**config.mk**
```make
export PLATFORM = sky130hd
export DESIGN_NAME = vrt_sqrt
export DESIGN_NICKNAME = d
export VERILOG_FILES = /design/src/rtl/vrt_pkg.sv /design/src/rtl/vrt_sqrt.sv
export SDC_FILE = /design/constraint.sdc
export NUM_CORES = 1
export LEC_CHECK = 0
export BUFFER_PORTS_ARGS = -buffer_cell sky130_fd_sc_hd__buf_4
export CAP_MARGIN = 20
export CORE_MARGIN = 5
export CORE_UTILIZATION = 45
export DETAILED_ROUTE_END_ITERATION = 10
export GPL_ROUTABILITY_DRIVEN = 0
export GPL_TIMING_DRIVEN = 0
export HOLD_SLACK_MARGIN = 0.1
export PLACE_DENSITY = 0.69
export SLEW_MARGIN = 20
export SYNTH_ARGS = -nofsm -noshare
export SYNTH_HDL_FRONTEND = slang
export SYNTH_SLANG_ARGS = --single-unit
```
**constraint.sdc**
```tcl
create_clock -name clk -period 11.7 [get_ports clk]
set_input_delay 0 -clock clk [delete_from_list [all_inputs] [get_ports clk]]
set_output_delay 0 -clock clk [all_outputs]
set_load 0.01 [all_outputs]
```
**src/rtl/vrt_pkg.sv**
```systemverilog
// vrt_pkg: shared types and fixed constants of the voxel ray traversal block
// no dependencies; used by every module under rtl
package vrt_pkg;

	localparam int XY_BITS      = 6;
	localparam int Z_BITS       = 7;
	localparam int HEIGHT       = 128;
	localparam int ID_BITS      = 8;
	localparam int FRAC_BITS    = 16;
	localparam int ADDR_BITS    = 2 * XY_BITS + Z_BITS;
	localparam int POS_BITS     = 12;
	localparam int CFG_IDX_BITS = 2;

	// divider and square root widths
	localparam int DIV_N_BITS = 33;
	localparam int DIV_D_BITS = 16;
	localparam int SQ_IN_BITS = 48;
	localparam int SQ_OUT_BITS = 24;

	localparam logic [CFG_IDX_BITS-1:0] REG_MAX_VALID_ID  = 2'd0;
	localparam logic [CFG_IDX_BITS-1:0] REG_BASE_BLOCK_ID = 2'd1;

	localparam logic OP_WRITE = 1'b0;
	localparam logic OP_CAST  = 1'b1;

	typedef struct packed {
		logic               opcode;
		logic [5:0]         vox_x;
		logic [5:0]         vox_y;
		logic [6:0]         vox_z;
		logic [7:0]         block_id;
		logic [21:0]        origin_x;
		logic [21:0]        origin_y;
		logic [22:0]        origin_z;
		logic signed [15:0] dir_x;
		logic signed [15:0] dir_y;
		logic signed [15:0] dir_z;
		logic [23:0]        max_dist;
	} vrt_item_t;

	typedef struct packed {
		logic              hit;
		logic [7:0]        hit_id;
		logic [5:0]        hit_x;
		logic [5:0]        hit_y;
		logic signed [7:0] hit_z;
		logic [2:0]        hit_face;
	} vrt_result_t;

	typedef struct packed {
		logic                 we;
		logic [ADDR_BITS-1:0] waddr;
		logic [ID_BITS-1:0]   wdata;
		logic                 re;
		logic [ADDR_BITS-1:0] raddr;
	} vrt_mem_req_t;

endpackage

```
**src/rtl/vrt_sqrt.sv**
```systemverilog
// vrt_sqrt: integer square root, one result bit per cycle
// uses vrt_pkg
module vrt_sqrt (
	input  logic                             clk,
	input  logic                             arst_n,
	input  logic                             start,
	input  logic [vrt_pkg::SQ_IN_BITS-1:0]   radicand,
	output logic                             done,
	output logic [vrt_pkg::SQ_OUT_BITS-1:0]  root
);
	import vrt_pkg::*;

	logic [SQ_IN_BITS-1:0] v_q;
	logic [SQ_IN_BITS-1:0] r_q;
	logic [SQ_IN_BITS-1:0] bit_q;
	logic                  busy_q;
	logic                  done_q;
	logic [SQ_IN_BITS-1:0] trial;

	assign trial = r_q + bit_q;

	always_ff @(posedge clk or negedge arst_n) begin
		if (!arst_n) begin
			v_q    <= '0;
			r_q    <= '0;
			bit_q  <= '0;
			busy_q <= 1'b0;
			done_q <= 1'b0;
		end else begin
			done_q <= 1'b0;
			if (start) begin
				v_q    <= radicand;
				r_q    <= '0;
				bit_q  <= SQ_IN_BITS'(1) << (SQ_IN_BITS - 2);
				busy_q <= 1'b1;
			end else if (busy_q) begin
				if (v_q >= trial) begin
					v_q <= v_q - trial;
					r_q <= (r_q >> 1) + bit_q;
				end else begin
					r_q <= r_q >> 1;
				end
				bit_q <= bit_q >> 2;
				if (bit_q[0]) begin
					busy_q <= 1'b0;
					done_q <= 1'b1;
				end
			end
		end
	end

	assign done = done_q;
	assign root = r_q[SQ_OUT_BITS-1:0];

endmodule

```
==> results.json <==
{
  "status": "complete, no violations",
  "cts_root_buf": "clkbuf_16",
  "clk_path_buf_depth": 2,
  "io-pin-count": 76,
  "synthTopCellsByArea": "dfrtp_1 (26%), ha_1 (10%), nor2_1 (5.4%)",
  "yosysUniqueCellTypes": 73,
  "synthArstFlopShare": 1.00,
  "grtUsageMet1": 0.367,
  "min_period_over_period": 0.576,
  "final_common_cell": "nor2_1",
  "cts_made_buffers": 17,
  "most-common-layout-cells": "nor2_1 (171), nand2_1 (170), dfrtp_1 (122), a21oi_1 (120), o21ai_0 (100)",
  "start_util": 0.455,
  "worstPathRequired_ps": 11990,
  "grt_busiest_layer": "met2",
  "cts.repair.resized": 0,
  "cp.arrival_ps": 7040,
  "route.vias.total": 12200,
  "wl_per_cell_um": 19.7,
  "ant_nets": 0,
  "yosysSeqAreaShare": 0.259,
  "place_hpwl_um": 29300,
  "tightest_slew_ps": 949,
  "post-place-cells": 1921,
  "area_growth_pct": 18.1,
  "path_clk_slew_ps": 70,
  "synth_top_area_frac": 0.259,
  "viasPerCell": 6.07,
  "ys_warn_count": 0,
  "wirelength_um": 39600,
  "grt_pass1_wl_um": 61700,
  "cp_max_fo": 10,
  "peakVddDrop_uv": 177,
  "stdcell_area_sq_mm": 0.0139,
  "reg2reg_slack_ps": 4960,
  "drt-initial-drc-count": 1386,
  "postPlaceCellArea_sq_mm": 0.0128,
  "clkLatencyLatePin_ps": 440,
  "finalCriticalPeriod_ps": 6740,
  "grt_util_met3": 0.0343,
  "finalSetupViolCount": 0,
  "fin_cells": 2004,
  "layout-drive-gt1-share": 0.110,
  "cap_violations": 0,
  "start_kind": "flip-flop",
  "synth-edff-count": 0,
  "cts_tree": "yes",
  "clock_sinks": 122,
  "hold_viol_final": 0,
  "slew_headroom": 0.367,
  "cts.htree.levels": 4,
  "first_pass_iters": 5,
  "crit_path_end_kind": "flip-flop",
  "fillers": 2409,
  "setup-tns-final_ps": 0,
  "synthCells": 1511,
  "p_leak_nw": 6.22,
  "diodes": 0,
  "grt_max_degree": 71,
  "die_h_um": 172,
  "drcViolationCount": 0,
  "die_x_um": 172,
  "gr-usage-all-layers": 0.266,
  "syn-mean-instance-area_sq_um": 7.81,
  "crit_type": "flip-flop to flip-flop",
  "ys.flop_type": "dfrtp_1",
  "synth_fp_nets": 1661,
  "skew_ps": 18.0,
  "grt_use_met2": 0.414,
  "grt_setup_unrepaired": "false",
  "powerDensity_mw_per_mm2": 263,
  "hold_class": "input pin to flip-flop",
  "std_cell_rows": 59,
  "drv_slew": 0,
  "dieArea_sq_mm": 0.0296,
  "ys_ff_latch": 122,
  "antenna_found_initial": 0,
  "overflow": 0,
  "core_sq_mm": 0.0259,
  "syn-cell-area_sq_mm": 0.0118,
  "fin_nets": 1806,
  "fmax_ghz": 0.148,
  "port_buffers": 74,
  "grt_pass1_vias": 11400,
  "synth.largest_area_cell": "dfrtp_1"
}
cell families (layout without fill, tap and decap cells):
| family | Yosys count | count (layout) | share of synthesized area |
|---|---|---|---|
| buf+inv | 147 | 305 | 0.0580 |
| xor+xnor | 107 | 107 | 0.0794 |
| compound gates | 496 | 496 | 0.273 |
| flops | 122 | 122 | 0.259 |
| mux | 44 | 44 | 0.0376 |
| fa+ha+maj | 99 | 99 | 0.106 |
| simple gates | 496 | 496 | 0.187 |
area by class of cell:
type / count / area (sq um) / share of cell area
plain buffers: 118 / 576 / 0.0413
clock buffers: 17 / 425 / 0.0305
clock inverters: 15 / 178 / 0.0128
inverters: 29 / 109 / 0.00781
multi-input cells: 1242 / 8060 / 0.579
flip-flops and latches: 122 / 3050 / 0.219
well taps: 335 / 419 / 0.0301
repair buffers: 126 / 1110 / 0.0797
layer usage:
metal,part of all wire,vias to the layer above,routed length (um)
met4,0.045,0,1780
met3,0.077,106,3060
met2,0.44,590,17600
li1,-,5801,-
met5,0,-,0
met1,0.43,5665,17200
synthesized netlist by cell type (4+ instances only):
library cell	instances
buf_4	25
xor2_1	55
buf_1	4
nand2b_1	10
and2_1	9
and3_1	7
o31ai_1	6
inv_1	29
a211oi_1	39
or3_1	10
nand4b_1	4
a31o_2	11
nand2_1	170
o221ai_1	9
o221a_2	5
o31a_1	4
o22ai_1	4
clkbuf_1	68
ha_1	98
o21a_1	21
a21o_1	39
nand4_1	27
a21boi_0	4
a21oi_1	120
dfrtp_1	122
a31oi_1	50
o21ai_0	100
buf_2	17
nor3_1	29
nor2_1	171
and4_1	4
o21bai_1	16
nor2b_1	8
mux2i_1	41
a211o_1	5
nor3b_1	4
a311oi_1	10
xnor2_1	52
o211ai_1	9
a221oi_1	4
o21ai_1	11
nand3_1	30
nor4_1	5
path summary, 6_finish.rpt:
check | startpoint | end | depth (start not counted)
setup / recovery | bit_q[0] | v_q[13] | 26
hold / removal | radicand[6] | v_q[6] | 4
setup reg to reg | bit_q[0] | v_q[13] | 26
hold reg to reg | v_q[16] | v_q[16] | 2
max in group asynchronous | arst_n | v_q[45] | 4
min in group asynchronous | arst_n | busy_q | 3
worst max-delay path, cell delays in order (launching register included):
cell and delay (ps):
dfrtp_1 450, ha_1 230, ha_1 210, a211oi_1 110, nor3_1 330, a21o_1 250
a211oi_1 120, o31ai_1 350, a31oi_1 220, o31ai_1 500, a21o_1 230, nand2_1 70
xor2_1 190, ha_1 290, clkbuf_1 360, and4_1 290, nand3_1 140, nor2_1 290
nand4b_1 140, a21oi_1 140, or3_1 150, buf_2 220, nand2_2 210, nor2_1 290
buf_2 420, mux2i_1 270, o21ai_0 100
flip-flops by register name, summed over array words and instances (netlist names):
signal / count
busy_q: 1
r_q: 48
v_q: 48
bit_q: 24
done: 1
stage by stage:
step / total power, mW / util / hold WS [ps] / setup slack, ps
floorplan: 2.39 / - / -296 / 6680
global placement: 2.98 / 0.493 / 203 / 5290
detailed placement: 3.02 / 0.494 / -45.3 / 5210
CTS: 3.61 / 0.538 / 302 / 5170
global route: 3.94 / 0.538 / 321 / 4740
finish: 3.66 / 0.538 / 306 / 4960
power by group:
group / total, mW / internal (mW) / switching, mW
clock network: 0.559 / 0.323 / 0.236
logic: 2.46 / 0.937 / 1.53
registers: 0.639 / 0.537 / 0.102
total: 3.66 / 1.80 / 1.86
repair_timing:
item / in CTS / in global routing
hold endpoints to repair: 170 / 0
hold buffers: 51 / 0
buffers inserted: 0 / 0
Power figures use the tool's default switching activity.
