### src/rtl/vrt_pkg.sv
// vrt_pkg: shared types and fixed constants of the voxel ray traversal block
// no dependencies; used by every module under rtl
package vrt_pkg;

	localparam int XY_BITS      = 6;
	localparam int Z_BITS       = 7;
	localparam int HEIGHT       = 128;
	localparam int ID_BITS      = 8;
	localparam int FRAC_BITS    = 16;
	localparam int ADDR_BITS    = 2 * XY_BITS + Z_BITS;
	localparam int POS_BITS     = 12;
	localparam int CFG_IDX_BITS = 2;

	// divider and square root widths
	localparam int DIV_N_BITS = 33;
	localparam int DIV_D_BITS = 16;
	localparam int SQ_IN_BITS = 48;
	localparam int SQ_OUT_BITS = 24;

	localparam logic [CFG_IDX_BITS-1:0] REG_MAX_VALID_ID  = 2'd0;
	localparam logic [CFG_IDX_BITS-1:0] REG_BASE_BLOCK_ID = 2'd1;

	localparam logic OP_WRITE = 1'b0;
	localparam logic OP_CAST  = 1'b1;

	typedef struct packed {
		logic               opcode;
		logic [5:0]         vox_x;
		logic [5:0]         vox_y;
		logic [6:0]         vox_z;
		logic [7:0]         block_id;
		logic [21:0]        origin_x;
		logic [21:0]        origin_y;
		logic [22:0]        origin_z;
		logic signed [15:0] dir_x;
		logic signed [15:0] dir_y;
		logic signed [15:0] dir_z;
		logic [23:0]        max_dist;
	} vrt_item_t;

	typedef struct packed {
		logic              hit;
		logic [7:0]        hit_id;
		logic [5:0]        hit_x;
		logic [5:0]        hit_y;
		logic signed [7:0] hit_z;
		logic [2:0]        hit_face;
	} vrt_result_t;

	typedef struct packed {
		logic                 we;
		logic [ADDR_BITS-1:0] waddr;
		logic [ID_BITS-1:0]   wdata;
		logic                 re;
		logic [ADDR_BITS-1:0] raddr;
	} vrt_mem_req_t;

endpackage

### src/rtl/vrt_div.sv
// vrt_div: restoring divider, one quotient bit per cycle
// divisor must be nonzero; uses vrt_pkg
module vrt_div (
	input  logic                            clk,
	input  logic                            arst_n,
	input  logic                            start,
	input  logic [vrt_pkg::DIV_N_BITS-1:0]  dividend,
	input  logic [vrt_pkg::DIV_D_BITS-1:0]  divisor,
	output logic                            done,
	output logic [vrt_pkg::DIV_N_BITS-1:0]  quotient
);
	import vrt_pkg::*;

	localparam int CNT_BITS = $clog2(DIV_N_BITS + 1);

	logic [DIV_N_BITS-1:0] quo_q;
	logic [DIV_D_BITS-1:0] rem_q;
	logic [DIV_D_BITS-1:0] den_q;
	logic [CNT_BITS-1:0]   cnt_q;
	logic                  busy_q;
	logic                  done_q;
	logic [DIV_D_BITS:0]   shifted;
	logic                  ge;

	always_comb begin
		shifted = {rem_q, quo_q[DIV_N_BITS-1]};
		ge      = shifted >= {1'b0, den_q};
	end

	always_ff @(posedge clk or negedge arst_n) begin
		if (!arst_n) begin
			quo_q  <= '0;
			rem_q  <= '0;
			den_q  <= '0;
			cnt_q  <= '0;
			busy_q <= 1'b0;
			done_q <= 1'b0;
		end else begin
			done_q <= 1'b0;
			if (start) begin
				quo_q  <= dividend;
				rem_q  <= '0;
				den_q  <= divisor;
				cnt_q  <= CNT_BITS'(DIV_N_BITS);
				busy_q <= 1'b1;
			end else if (busy_q) begin
				rem_q <= ge ? DIV_D_BITS'(shifted - {1'b0, den_q}) : shifted[DIV_D_BITS-1:0];
				quo_q <= {quo_q[DIV_N_BITS-2:0], ge};
				cnt_q <= cnt_q - 1'b1;
				if (cnt_q == CNT_BITS'(1)) begin
					busy_q <= 1'b0;
					done_q <= 1'b1;
				end
			end
		end
	end

	assign done     = done_q;
	assign quotient = quo_q;

endmodule

### config.mk
export PLATFORM = sky130hd
export DESIGN_NAME = vrt_div
export DESIGN_NICKNAME = d
export VERILOG_FILES = /design/src/rtl/vrt_pkg.sv /design/src/rtl/vrt_div.sv
export SDC_FILE = /design/constraint.sdc
export NUM_CORES = 1
export LEC_CHECK = 0
export BUFFER_PORTS_ARGS = -buffer_cell sky130_fd_sc_hd__buf_4
export CORE_MARGIN = 3
export CORE_UTILIZATION = 55
export DETAILED_ROUTE_END_ITERATION = 16
export PLACE_DENSITY_LB_ADDON = 0.08
export SLEW_MARGIN = 10
export SYNTH_ARGS = -nofsm -noshare
export SYNTH_HDL_FRONTEND = slang
export SYNTH_SLANG_ARGS = --single-unit
### constraint.sdc
create_clock -name clk -period 5.1 [get_ports clk]
set_input_delay 0.255 -clock clk [delete_from_list [all_inputs] [get_ports clk]]
set_output_delay 0.255 -clock clk [all_outputs]
set_load 0.05 [all_outputs]
==> impl_metrics.json, run 1 <==
{
  "r2r_start": "rem_q[12]",
  "critical_path_arrival_ps": 3220,
  "detailed_place.area_um2": 4820,
  "ys_ff_latch": 73,
  "grt_pass1_wl_um": 15600,
  "regToRegEndpoint": "rem_q[10]",
  "synth_mux_area_share_pct": 10.6,
  "multi_input_area_um2": 2130,
  "synth_top_family_by_area": "compound AO/OA/AOI/OAI gates",
  "rsz0062_at_grt": "false",
  "synth_edf_count": 0,
  "p_per_area_nw_per_um2": 547,
  "cts_tree": "yes",
  "netlist_instances": 440,
  "totalWireLength_um": 9080,
  "slew_headroom_pct": 32.5,
  "max_stage_delay_ps": 800,
  "core_um2": 7290,
  "drc_errors": 0,
  "placed_cells": 602,
  "ir_drop_mv": 0.244,
  "crit_fanout": 17,
  "crit_chain": "ha_1, inv_2, nor4b_4, nand4_1, nor3_2, a221o_1, nand3b_1, a311oi_1",
  "ant_nets": 0,
  "ys_seq_area_share_pct": 43.9,
  "drv_cap": 0,
  "grt_use_total_pct": 22.3,
  "timing.final.crit_share_pct": 58.5,
  "hold_ws_ps": 19.2,
  "slew_viol_final": 0,
  "tns_ps": 0,
  "worstRegToRegCells": 8,
  "drt_iter0_drc": 164,
  "die-width_um": 93.0,
  "skew_ps": 8.35,
  "synth_compound_area_share_pct": 18.4,
  "grt_start_max_net_pins": 124,
  "worstSetupStartpointType": "flop",
  "grt_overflow": 0,
  "vias": 3392,
  "synth_xor_xnor_area_share_pct": 2.53,
  "fp.dieH_um": 93.0,
  "netlist.area_leader.share_pct": 43.9,
  "die_area_um2": 8640,
  "wl_per_cell_um": 14.7,
  "cts_hold_buf": 0,
  "portBuffers": 85,
  "synth_area_um2": 4160,
  "synth-adder-area-share_pct": 5.89,
  "synthFlopType": "dfrtp_1",
  "mostFrequentLayoutCell": "buf_4",
  "num_rows": 31,
  "synth.area.top_cells": "dfrtp_1 44%, mux2i_1 10%, o21ai_0 6.5%",
  "synth_largest_area_cell": "dfrtp_1",
  "grt_antenna_before_repair": 0,
  "cts_setup_buffers": 0,
  "critical_path_required_ps": 5340,
  "fin_crit_ps": 2980,
  "finalPower_mw": 2.76,
  "yosys_warnings": 0,
  "mostFrequentLayoutCells": "86 x buf_4, 72 x dfrtp_1, 65 x nand2_1",
  "leakagePower_nw": 2.66,
  "tightestPinTransition_ps": 1010,
  "cts_root_buf": "clkbuf_8",
  "synth-simple-area-share_pct": 13.8,
  "fillerInstances": 604,
  "postSynth.asyncResetShare_pct": 100,
  "diodes": 0,
  "finalSetupViolations": 0,
  "io_pins": 86,
  "cp_slowest_cell": "a221o_1",
  "path_class": "reg2reg",
  "cts_made_buffers": 9,
  "synth_area_per_cell_um2": 9.46,
  "drive_gt1_share_pct": 22.2,
  "start_util_pct": 57.1,
  "grt_pass1_vias": 3342,
  "syn_to_final_growth_pct": 21.2,
  "cts_resized": 0,
  "htreeDepth": 3,
  "path_clk_slew_ps": 80,
  "status": "completed",
  "seq_area_um2": 1830,
  "cts_sinks": 73,
  "fin_area_um2": 5040,
  "hold_viol_final": 0,
  "fin_cells": 618,
  "synthesis.nets": 511,
  "yosysUniqueCellTypes": 53,
  "gp_congestion": 0.858,
  "insertion_delay_ps": 350,
  "via_per_inst": 5.49,
  "fin_nets": 585,
  "hp-class": "in2async",
  "r2r_slack_ps": 2120,
  "max-clock-path-buffers": 2,
  "dp_hpwl_um": 6270,
  "drt-pass1-iter-count": 4,
  "worstSetupEndpointType": "flop",
  "max_freq_ghz": 0.335
}
## layer usage
| layer | track usage [%] | routed length [um] | vias to the layer above |
|---|---|---|---|
| li1 | - | - | 1700 |
| met1 | 30.2 | 4190 | 1604 |
| met2 | 36.1 | 4340 | 72 |
| met3 | 3.46 | 369 | 16 |
| met4 | 9.04 | 181 | 0 |
| met5 | 0 | 0 | - |
## cell type report
type / instances / share of cell area (%)
Multi-Input combinational cell: 319 / 42.3
Timing Repair Buffer: 86 / 12.8
Inverter: 25 / 1.86
Tap cell: 99 / 2.46
Sequential cell: 73 / 36.3
Clock inverter: 6 / 1.79
Clock buffer: 10 / 2.53
## worst max path at each step
| stage | startpoint | end | slack, ps | cells past startpoint |
|---|---|---|---|---|
| 2_1_floorplan | quotient[32] | rem_q[10] | 2580 | 11 |
| 6_report | rem_q[12] | rem_q[10] | 2120 | 8 |
| 4_1_cts | rem_q[12] | rem_q[10] | 2120 | 8 |
| 3_3_place_gp | rem_q[7] | rem_q[8] | 2250 | 8 |
| 3_5_place_dp | rem_q[3] | rem_q[10] | 2160 | 8 |
| 5_1_grt | rem_q[5] | rem_q[3] | 1850 | 8 |
## flip-flops by register name, indices dropped and copies added (netlist names)
register,flops
quotient,33
busy_q,1
cnt_q,6
den_q,16
done,1
rem_q,16
## kinds of logic (layout without fill, tap and decap cells)
kind of cell	count (synthesis)	count (layout)
XOR/XNOR	12	12
buffers and inverters	48	127
adder cells (fa/ha/maj)	19	19
AO/OA/AOI/OAI	119	119
multiplexers	44	44
flip-flops	73	73
AND/OR/NAND/NOR	125	125
## cell usage after synthesis (2+ instances only)
| cell | n |
|---|---|
| a21oi_1 | 14 |
| nor2_1 | 26 |
| buf_1 | 5 |
| nor4_1 | 2 |
| xnor2_1 | 8 |
| a221oi_2 | 2 |
| a21o_1 | 7 |
| o211ai_1 | 3 |
| a211o_1 | 4 |
| nand4_1 | 3 |
| clkbuf_1 | 15 |
| nand2_1 | 65 |
| inv_2 | 2 |
| nand3b_1 | 2 |
| nand3_1 | 4 |
| mux2i_1 | 43 |
| nor3_1 | 3 |
| or3_1 | 2 |
| o21ai_0 | 54 |
| o21bai_1 | 3 |
| a311oi_1 | 5 |
| and3_1 | 4 |
| a31oi_1 | 2 |
| dfrtp_1 | 73 |
| o21ai_1 | 3 |
| xor2_1 | 4 |
| ha_1 | 18 |
| nand2b_1 | 8 |
| a211oi_1 | 9 |
| o31a_1 | 2 |
| inv_1 | 23 |
## critical path, delay by kind of cell (launching register included)
| family | cells | cell delay (ps) |
|---|---|---|
| flip-flops | 1 | 400 |
| AO/OA/AOI/OAI | 2 | 1130 |
| adder cells (fa/ha/maj) | 1 | 400 |
| AND/OR/NAND/NOR | 4 | 860 |
| buffers and inverters | 1 | 80 |
## report_power, final
group / switching, mW / internal, mW / total [mW]
combinational: 0.822 / 0.578 / 1.40
clock: 0.228 / 0.277 / 0.505
sequential: 0.137 / 0.715 / 0.853
total: 1.19 / 1.57 / 2.76
## stage by stage
step           setup slack [ps]  util [%]
4_1_cts                    2120      69.1
5_1_grt                    1850      69.1
2_1_floorplan              2580         -
6_report                   2120      69.1
3_3_place_gp               2250      66.2
3_5_place_dp               2160      66.2
(Power assumes the default switching activity.)
==> run 2: changes to the inputs <==
--- a/config.mk
+++ b/config.mk
@@ -7,7 +7,7 @@
 export LEC_CHECK = 0
 export BUFFER_PORTS_ARGS = -buffer_cell sky130_fd_sc_hd__buf_4
 export CORE_MARGIN = 3
-export CORE_UTILIZATION = 55
+export CORE_UTILIZATION = 50
 export DETAILED_ROUTE_END_ITERATION = 16
 export PLACE_DENSITY_LB_ADDON = 0.08
 export SLEW_MARGIN = 10
==> constraint.sdc (replaced) <==
create_clock -name clk -period 2.65 [get_ports clk]
set_input_delay 0.1325 -clock clk [delete_from_list [all_inputs] [get_ports clk]]
set_output_delay 0.1325 -clock clk [all_outputs]
set_load 0.05 [all_outputs]
==> run 2 against run 1 <==
  * Combinational power rose by 120%
  * Largest power group unchanged
  * Utilization is 2.1 points higher
  * Die area grew 9.3%
  * Global-route usage down 0.39 points
  * Sequential share of layout area is 3.7 points lower
  * Setup slack got worse by 2000 ps
  * Largest cell class unchanged
  * Final cell count grew 9.7%
  * First-iteration DRC count increased by 3.7%
  * Wire length rose by 12%
  * Clock power is 94% higher
==> impl_metrics.json, run 2 (synthesis gave the netlist of run 1 again) <==
{
  "status": "completed",
  "mostFrequentLayoutCell": "buf_4",
  "drv_cap": 0,
  "crit_fanout": 8,
  "tns_ps": 0,
  "fp.dieH_um": 97.2,
  "slew_headroom_pct": 38.9,
  "combPwrFrac_pct": 53.9,
  "drt_iter0_drc": 170,
  "crit_chain": "ha_1, a21oi_2, o21ai_1, a221oi_2, o31ai_4, a221o_1, buf_4, mux2i_1, a211oi_1",
  "io_pins": 86,
  "htreeDepth": 3,
  "cts_tree": "yes",
  "drt-pass1-iter-count": 4,
  "max_stage_delay_ps": 400,
  "drt-met1-wl_um": 4710,
  "mostFrequentLayoutCells": "99 x buf_4, 72 x dfrtp_1, 64 x nand2_1",
  "grt_antenna_before_repair": 0,
  "finalPower_mw": 5.60,
  "r2r_start": "rem_q[7]",
  "gp_congestion": 0.956,
  "slew_viol_final": 0,
  "hold_start": "divisor[2]",
  "via_per_inst": 5.35,
  "critical_path_required_ps": 2900,
  "path_delay_family": "compound AO/OA/AOI/OAI gates",
  "grt_use_total_pct": 21.9,
  "cts_sinks": 73,
  "totalWireLength_um": 10200,
  "cp_slowest_cell": "dfrtp_1",
  "leakagePower_nw": 2.90,
  "p_sw_share_pct": 42.6,
  "grt_pass1_wl_um": 17400,
  "ir_drop_mv": 0.500,
  "fin_ws_ps": 104,
  "insertion_delay_ps": 350,
  "drc_errors": 0,
  "path_clk_slew_ps": 80,
  "worstSetupStartpointType": "flop",
  "routed.top_layer": "met4",
  "timing.final.crit_share_pct": 96.1,
  "ant_nets": 0,
  "p_int_mw": 3.21,
  "cts_root_buf": "clkbuf_8",
  "route.met3.wl_um": 480,
  "syn_to_final_growth_pct": 35.0,
  "core_um2": 7890,
  "dpl_worst_slack_ps": 87.3,
  "drive_gt1_share_pct": 23.4,
  "setup.worst_path.start": "rem_q[7]",
  "num_rows": 32,
  "cp_num_buf_inv": 1,
  "grt_pass1_vias": 3635,
  "tightestPinTransition_ps": 917,
  "die-width_um": 97.2,
  "pwr-share-seq_pct": 28.6,
  "cts_made_buffers": 9,
  "placed_cells": 616,
  "vias": 3624,
  "fin_crit_ps": 2550,
  "finalSetupViolations": 0,
  "hold_viol_final": 0,
  "dp_hpwl_um": 6340,
  "switchingPower_mw": 2.39,
  "hp-class": "in2reg",
  "max_freq_ghz": 0.393,
  "start_util_pct": 52.7,
  "p_per_area_nw_per_um2": 997,
  "dr_wl_met2_um": 4810,
  "diodes": 0,
  "worstSetupEndpointType": "flop",
  "skew_ps": 9.58,
  "portBuffers": 85,
  "grt_overflow": 0,
  "path_class": "reg2reg",
  "fin_nets": 642,
  "detailed_place.area_um2": 4910,
  "fin_area_um2": 5620,
  "fin_cells": 678,
  "wl_per_cell_um": 15.0,
  "clkPwrFrac_pct": 17.5,
  "critical_path_arrival_ps": 2790,
  "max-clock-path-buffers": 2,
  "largest_reg_flops": 33,
  "die_area_um2": 9450,
  "grt_start_max_net_pins": 74
}
run 2: layer usage:
layer	track usage [%]	vias to the layer above
met1	31.5	1696
li1	-	1815
met5	0	-
met4	7.77	0
met3	3.73	13
met2	33.5	100
run 2: power by group through the flow:
stage | sequential (mW) | clock [mW] | combinational, mW
finish | 1.60 | 0.982 | 3.02
global route | 1.64 | 1.05 | 3.31
CTS | 1.60 | 0.995 | 2.90
detailed placement | 1.62 | 0 | 2.84
global placement | 1.61 | 0 | 2.78
floorplan | 1.86 | 0 | 1.89
run 2: path summary, 6_finish.rpt:
kind | end | depth (start not counted) | slack [ps]
min in group asynchronous | den_q[6] | 2 | 450
worst min register to register | done | 1 | 530
max in group asynchronous | busy_q | 2 | 1550
worst max-delay path | rem_q[7] | 9 | 100
worst max register to register | rem_q[7] | 9 | 100
worst min-delay path | den_q[2] | 3 | 5
run 2: area by class of cell:
type	instances	area, um^2
timing repair buffer	143	1180
clock buffer	10	128
tap	102	128
clock inverter	6	92.6
multi-input combinational	319	2160
inverter	25	93.8
sequential	73	1830
fill	590	2270
run 2: worst reg2reg max path, cell delays in order (launching register included):
cell and delay [ps]:
dfrtp_1 400, ha_1 330, a21oi_2 170, o21ai_1 120, a221oi_2 330, o31ai_4 150
a221o_1 380, buf_4 190, mux2i_1 130, a211oi_1 250
run 2: metrics by stage:
step | utilization [%] | hold WS [ps]
4_1_cts | 70.6 | 0.666
3_5_place_dp | 62.3 | 327
2_1_floorplan | - | -163
6_report | 71.2 | 4.90
3_3_place_gp | 62.3 | 331
5_1_grt | 71.2 | 5.80
run 2: timing repair:
item,in CTS,in global routing
gates resized for setup,0,8
hold endpoints to repair,116,0
buffers inserted,0,2
hold buffers,44,0
setup endpoints to repair,0,13
==> run 3: changes to the inputs <==
--- a/config.mk
+++ b/config.mk
@@ -7,7 +7,7 @@
 export LEC_CHECK = 0
 export BUFFER_PORTS_ARGS = -buffer_cell sky130_fd_sc_hd__buf_4
 export CORE_MARGIN = 3
-export CORE_UTILIZATION = 50
+export CORE_UTILIZATION = 55
 export DETAILED_ROUTE_END_ITERATION = 16
 export PLACE_DENSITY_LB_ADDON = 0.08
 export SLEW_MARGIN = 10
==> constraint.sdc (replaced) <==
create_clock -name clk -period 2.8 [get_ports clk]
set_input_delay 0.14 -clock clk [delete_from_list [all_inputs] [get_ports clk]]
set_output_delay 0.14 -clock clk [all_outputs]
set_load 0.05 [all_outputs]
==> run 3 against run 2 <==
  * Fmax fell by 2.1%
  * Clock skew rose by 1.3 ps
  * Register-to-register slack improved by 95 ps
  * Sequential share of layout area rose by 1.6 points
  * Global-route usage rose by 1.1 points
  * Non-clock buffer count fell by 19
  * First-iteration DRC count rose by 26%
  * Clock power fell by 25%
  * Hold slack improved by 5.3 ps
  * Final area fell by 4.6%
  * Die area fell by 8.5%
  * Via count fell by 1.6%
==> impl_metrics.json, run 3 (synthesis gave the netlist of run 1 again) <==
{
  "status": "completed",
  "mostFrequentLayoutCell": "buf_4",
  "htreeDepth": 3,
  "grt_start_max_net_pins": 87,
  "cts_setup_buffers": 0,
  "skew_ps": 10.9,
  "worstSetupStartpointType": "flop",
  "grt_overflow": 0,
  "die_area_um2": 8640,
  "vias": 3567,
  "drc_errors": 0,
  "worstSetupEndpointType": "flop",
  "max_freq_ghz": 0.385,
  "rsz0062_at_grt": "false",
  "cts_root_buf": "clkbuf_8",
  "critical_path_arrival_ps": 2840,
  "grt_pass1_vias": 3450,
  "mostFrequentLayoutCells": "93 x buf_4, 72 x dfrtp_1, 65 x nand2_1",
  "portBuffers": 85,
  "grt_antenna_before_repair": 0,
  "drive_gt1_share_pct": 21.9,
  "ir_drop_mv": 0.473,
  "grt_use_total_pct": 23.0,
  "diodes": 0,
  "r2r_start": "rem_q[7]",
  "insertion_delay_ps": 350,
  "via_per_inst": 5.44,
  "hold_start": "divisor[5]",
  "cts_tree": "yes",
  "finalSetupViolations": 0,
  "critical_path_required_ps": 3040,
  "cts_resized": 0,
  "io_pins": 86,
  "start_util_pct": 57.1,
  "num_rows": 31,
  "ant_nets": 0,
  "placed_cells": 609,
  "drv_cap": 0,
  "dp_hpwl_um": 6390,
  "hp-class": "in2reg",
  "timing.final.crit_share_pct": 92.9,
  "fin_crit_ps": 2600,
  "die-width_um": 93.0,
  "setup.worst_path.start": "rem_q[7]",
  "path_clk_slew_ps": 80,
  "cts_made_buffers": 9,
  "fin_nets": 623,
  "syn_to_final_growth_pct": 28.8,
  "grt_pass1_wl_um": 16000,
  "p_per_area_nw_per_um2": 924,
  "slew_viol_final": 0,
  "hold_viol_final": 0,
  "fp.dieH_um": 93.0,
  "fillerInstances": 555,
  "drt-pass1-iter-count": 4,
  "fin_util_pct": 73.5,
  "leakagePower_nw": 2.80,
  "path_class": "reg2reg",
  "crit_fanout": 10,
  "totalWireLength_um": 9570,
  "fin_cells": 656,
  "largest_reg_flops": 33,
  "core_um2": 7290,
  "drt_iter0_drc": 215,
  "slew_headroom_pct": 39.3,
  "max-clock-path-buffers": 2,
  "tightestPinTransition_ps": 910,
  "tns_ps": 0,
  "gp_congestion": 0.916,
  "wl_per_cell_um": 14.6,
  "cts_sinks": 73
}
run 3: cell types whose count changed in the layout (fill, tap and decap cells not counted), moves of 2 or more:
cell / delta
ha_1: +3
a21oi_2: -2
ha_2: -3
clkinv_2: +2
a21oi_1: +2
buf_4: -6
bufinv_16: -2
dlygate4sd3_1: -13
run 3: timing repair:
action,4_1_cts,5_1_grt
hold endpoints to repair,103,0
hold buffers,31,0
setup endpoints to repair,0,0
run 3: final cells by class:
class	instances	area, um^2	area share, %
Clock inverter	6	42.5	0.794
Tap cell	99	124	2.31
Timing Repair Buffer	124	1010	18.8
Clock buffer	10	128	2.38
Sequential cell	73	1830	34.1
Inverter	25	93.8	1.75
Multi-Input combinational cell	319	2130	39.8
run 3: worst paths after layout:
check / end / slack (ps) / depth (start not counted)
worst max-delay path: rem_q[4] / 200 / 9
worst max register to register: rem_q[4] / 200 / 9
worst min register to register: den_q[8] / 540 / 2
max in group asynchronous: busy_q / 1690 / 2
worst min-delay path: den_q[5] / 10 / 3
min in group asynchronous: den_q[6] / 460 / 2
run 3: worst max-delay path, cell delays in order (launching register included):
cell      delay (ps)
dfrtp_1          410
ha_1             380
a21oi_1          220
o21ai_1          130
a221oi_2         260
o31ai_2          140
a221o_1          380
buf_4            200
mux2i_1          130
a211oi_1         240
run 3: per-layer routing:
| metal | part of all wire [%] | global-route usage, % |
|---|---|---|
| met5 | 0 | 0 |
| met4 | 1.7 | 8.42 |
| met3 | 4.8 | 3.14 |
| met2 | 47 | 37.0 |
| met1 | 46 | 32.1 |
run 3: power by group:
part	internal [mW]	total, mW	switching (mW)
Clock	0.323	0.736	0.413
Combinational	1.14	2.69	1.55
Sequential	1.30	1.52	0.217
run 3: metrics by stage:
stage	setup WS [ps]	total power [mW]	area (um^2)	hold WS (ps)
after global routing	43.3	5.32	5360	12.6
after CTS	217	4.95	5360	0.586
after detailed placement	250	4.17	4880	331
final	199	4.95	5360	10.2
after floorplan	280	3.55	4160	-156
after global placement	313	4.11	4880	331
